===== src/hdl/psc_ram.sv =====
module psc_ram #(
  parameter int unsigned WIDTH = 17,
  parameter int unsigned DEPTH = 256
) (
  input  logic                           clk_i,
  input  logic                           we_i,
  input  logic [$clog2(DEPTH)-1:0]       waddr_i,
  input  logic [WIDTH-1:0]               wdata_i,
  input  logic                           re_i,
  input  logic [$clog2(DEPTH)-1:0]       raddr_a_i,
  input  logic [$clog2(DEPTH)-1:0]       raddr_b_i,
  output logic [WIDTH-1:0]               rdata_a_o,
  output logic [WIDTH-1:0]               rdata_b_o
);

  logic [WIDTH-1:0] mem [DEPTH];

  // one write port
  always_ff @(posedge clk_i) begin
    if (we_i) begin
      mem[waddr_i] <= wdata_i;
    end
  end

  // two registered read ports
  always_ff @(posedge clk_i) begin
    if (re_i) begin
      rdata_a_o <= mem[raddr_a_i];
      rdata_b_o <= mem[raddr_b_i];
    end
  end

endmodule


===== config.mk =====
export PLATFORM = sky130hd
export DESIGN_NAME = psc_ram
export DESIGN_NICKNAME = d
export VERILOG_FILES = /design/src/hdl/psc_ram.sv
export SDC_FILE = /design/constraint.sdc
export NUM_CORES = 2
export LEC_CHECK = 0
export BUFFER_PORTS_ARGS = -buffer_cell sky130_fd_sc_hd__buf_2
export CORE_UTILIZATION = 58
export DETAILED_ROUTE_END_ITERATION = 10
export PLACE_DENSITY = 0.77
export SLEW_MARGIN = 30
export SYNTH_ARGS = -nofsm -noshare
export SYNTH_HDL_FRONTEND = slang
export SYNTH_MEMORY_MAX_BITS = 65536
export SYNTH_SLANG_ARGS = --single-unit
export TNS_END_PERCENT = 30

===== constraint.sdc =====
create_clock -name clk_i -period 2.6 [get_ports clk_i]
set_input_delay 0.26 -clock clk_i [delete_from_list [all_inputs] [get_ports clk_i]]
set_output_delay 0.26 -clock clk_i [all_outputs]
set_load 0.1 [all_outputs]

-- After elaboration in Yosys (flattened, before gate mapping)
Memories as Yosys holds them, arrays and structs flattened. A register that Yosys moved wholly into a read port is not among the register bits.
Index checks and enable logic that the tools add are counted.
- multiplexer cells: 2
- operators with widths (kind ; number):
    $mux W1 ; 2
- memory bits (writable): 4352
- input bits: 44
- memories kept: 1
- register bits after elaboration: 0
- memory list (name ; depth ; width ; read ports ; clocked after Yosys merged registers in ; write ports ; line ; RTL):
    mem ; 256 ; 17 ; 2 ; 2 ; 1 ; 16 ; logic [WIDTH-1:0] mem [DEPTH];

-- Longest topological paths before layout
- depth in word-level cells: 2
- depth in mapped cells: 13
- gate-level depth less buffers: 7

-- Worst setup path before layout
OpenSTA, ideal clock, no wires.
- path kind: input to register
- start: input raddr_a_i[0]
- end: register rdata_a_o[11] (read register of mem), data pin
- buffers on the path: 5
- path slack: -0.140 ns
- stages: 10
- arrival: 2.478 ns
- cells stage by stage: buf_6 buf_6 buf_4 buf_2 buf_2 mux4_2 a22oi_1 a21oi_1 nor4_1 nor3_1
- RTL lines (what ; line ; RTL):
    start, declared ; 10 ; input logic [$clog2(DEPTH)-1:0] raddr_a_i,
    end, declared ; 12 ; output logic [WIDTH-1:0] rdata_a_o,

==> impl_metrics.tcl <==
set metrics [dict create \
    io_pins 78 \
    worst_path_largest_cell_delay_ns 0.76 \
    synth_edf_count 4386 \
    wl_per_cell_um 43.0 \
    worstReg2RegEnd "rdata_a_o[0]" \
    critical_path.endpoint_type "flop" \
    worstPathRequired_ns 3.51 \
    arrival_ns 4.21 \
    start_util 0.585 \
    fmax_ghz 0.304 \
    yosys_warnings 0 \
    synth_cells 10841 \
    core_mm2 0.347 \
    grt_pass1_wl_um 1040000 \
    status "complete, but fails checks" \
    final_nets 12636 \
    ys_types 63 \
    slowest_stage "or4_4" \
    violations "setup timing" \
    drt_iter0_drc 24078 \
    slew_headroom 0.218 \
    layout_setup_ws_ns -0.694 \
    worst-path-buf-inv 0 \
    drt_wl_total_um 756000 \
    path_delay_family "simple AND/OR/NAND/NOR gates" \
    vdd_drop_max_mv 0.780 \
    grt_pass1_vias 133195 \
    timing.rr.start "mem[125][0]" \
    final_cell_area_mm2 0.242 \
    cts_buffers 442 \
    clk_path_buf_depth 4 \
    die_h_um 594 \
    clk_latency_ns 1.06 \
    hp-start "waddr_i[6]" \
    timing.hold.ws_ns 0.129 \
    worst_hold_path_type "in2reg" \
    gr-usage-all-layers 0.425 \
    rsz0062_at_grt "true" \
    hold_viol 0 \
    syn_area_mm2 0.203 \
    post_dp_cell_area_mm2 0.226 \
    fillers 20857 \
    min_period_ns 3.29 \
    drc_errors 0 \
    hold_end "mem[138][14]" \
    synthArstFlopShare 0 \
    clockRootBuffer "clkbuf_16" \
    rows 216 \
    fin_crit_sh 1.27 \
    synthFlopType "edfxtp_1" \
    area_growth_pct 19.3 \
    setup_violations 25 \
    htree_levels 5 \
    drtAntennaViolNets 0 \
    vias_per_cell 7.69 \
    synth_seq_cells 4386 \
    avgSynthCellArea_um2 18.7 \
    portBuffers 77 \
    r2r_slack_ns -0.69 \
    drv_slew 0 \
    clkSlewWorstSetupHoldPaths_ns 0.06 \
    cellPowerDensity_mw_per_mm2 657 \
    vias 135204 \
    p_leak_nw 80.8 \
    syn_nets 10885 \
    maxCapViolCount 0 \
    overflow 0 \
    cts_tree "yes" \
    reg2reg_depth 7 \
    multi_input_area_mm2 0.0689 \
    cts_sinks 4386 \
    dr.pass1.iters 8 \
    die_area_mm2 0.353 \
    finalPower_mw 159 \
    final.setup_skew_ns 0.0787 \
    worstSetupPathType "reg2reg" \
    cp_max_fo 2 \
    regArea_mm2 0.132 \
    antenna_found_initial 68 \
    gp_congestion 1.09 \
    grt_max_degree 119 \
    die_x_um 594 \
    place_hpwl_um 510000 \
    drive_gt1_frac 0.391 \
    synth_seq_area_share 0.648 \
    min_path_cells 5 \
    startpoint_type "flop" \
    path_cells "mux2_4 > a221oi_4 > nor3b_4 > a2111oi_4 > nand4_1 > or4_4 > nor3_2" \
    worst_pin_slew_ns 1.17 \
]
per-stage QoR:
stage	TNS, ns	setup slack [ns]	instances	utilization
global placement	-42.49	-2.06	16693	0.651
CTS	-1.73	-0.238	17535	0.695
detailed placement	-40.96	-1.75	16693	0.651
finish	-3.30	-0.694	17577	0.698
floorplan	-0.161	-0.0177	10841	-
global route	-2.81	-0.597	17559	0.698
flip-flops by register name, summed over array words and instances, names as in the netlist:
register / flops
rdata_a_o: 17
mem: 4352
rdata_b_o: 17
cell type report:
class                      instances  share of cell area
antenna                           31            0.000320
clock buffer                     522              0.0472
clock inverter                   298              0.0122
inverter                           9            0.000232
multi-input combinational       5537               0.284
sequential                      4386               0.543
tap                             4578              0.0236
timing repair buffer            2216              0.0885
how the worst max path moves through the flow:
stage                       from      endpoint  slack (ns)  cells past startpoint
finish               mem[125][0]  rdata_a_o[0]       -0.69                      7
floorplan           raddr_b_i[0]  rdata_b_o[0]       -0.02                      9
global placement    raddr_b_i[2]  rdata_b_o[4]       -2.06                     10
detailed placement  raddr_a_i[0]  rdata_a_o[0]       -1.75                     11
global route         mem[125][0]  rdata_a_o[0]       -0.60                      7
CTS                  mem[197][1]  rdata_a_o[1]       -0.24                      7
cells in the mapped netlist, types with 85 or more instances:
cell      count  area [um^2]
edfxtp_1   4386       132000
mux4_2     1732        39000
mux2i_1    1011        10100
clkbuf_1    455         1710
nor2_1      382         1430
a22oi_1     339         2540
o22ai_1     329         2060
a21oi_1     326         1630
o221ai_1    301         2640
nor3_1      255         1280
buf_2       195          976
nand2_1     130          488
o21ai_0     102          510
buf_4       101          758
a211oi_1     87          653
buf_1        85          319
what timing repair did:
| item | CTS | global route |
|---|---|---|
| setup buffers | 2 | 10 |
| endpoints found under the hold margin | 1198 | 0 |
| setup endpoints to repair | 34 | 34 |
| gates resized for setup | 136 | 119 |
| hold buffers | 24 | 0 |
| gates cloned | 0 | 2 |
| pin swaps | 28 | 26 |
where the power goes:
group	internal (mW)	switching, mW	total (mW)
clock	36.2	28.2	64.5
sequential	78.0	0.248	78.3
combinational	6.32	10.0	16.3
tightest hold or removal path, delay by kind of cell:
family        cells  cell delay [ns]
buf+inv           2             0.39
simple gates      3             0.35
per-layer routing:
metal  up-vias  track usage  share of wire
li1      50643            -              -
met1     68432        0.534           0.31
met2     13187        0.623           0.44
met3      2884        0.139           0.16
met4        58        0.313          0.094
met5         -            0        0.00060
placed cells by master, fill, tap and decap left out, types with 13 or more instances in the layout:
master / synthesis / final
bufinv_16: 0 / 48
o22ai_1: 329 / 305
a221oi_1: 84 / 63
nor2_1: 382 / 136
a22oi_1: 339 / 336
nor2_2: 0 / 240
a21oi_1: 326 / 315
a2111oi_0: 30 / 15
o211ai_1: 16 / 16
nor4_2: 0 / 18
a22o_1: 31 / 30
mux2_2: 23 / 21
edfxtp_1: 4386 / 4386
nand4_1: 29 / 29
clkinv_1: 0 / 108
o21ai_0: 102 / 88
nand3_1: 62 / 49
mux2i_1: 1011 / 1010
clkinv_2: 0 / 93
nand2_1: 130 / 126
nor3_2: 0 / 32
o221ai_2: 1 / 13
buf_2: 195 / 50
buf_6: 41 / 17
a211o_1: 27 / 24
a21boi_0: 26 / 25
clkbuf_1: 455 / 76
buf_12: 12 / 363
o221ai_1: 301 / 289
nor3_1: 255 / 218
clkbuf_16: 0 / 448
clkinvlp_4: 0 / 20
dlygate4sd3_1: 0 / 24
a211oi_1: 87 / 73
buf_4: 101 / 1735
mux4_2: 1732 / 1732
nor4_1: 67 / 40
a221oi_2: 0 / 17
diode_2: 0 / 31
o22ai_2: 3 / 22
logic make-up after synthesis:
kind of cell           after synthesis  synth area share
AND/OR/NAND/NOR                   1028            0.0238
flip-flops                        4386             0.648
AO/OA/AOI/OAI                     1738            0.0605
buffers and inverters              918            0.0236
multiplexers                      2771             0.244
No activity file was read; power rests on OpenSTA's default activity.
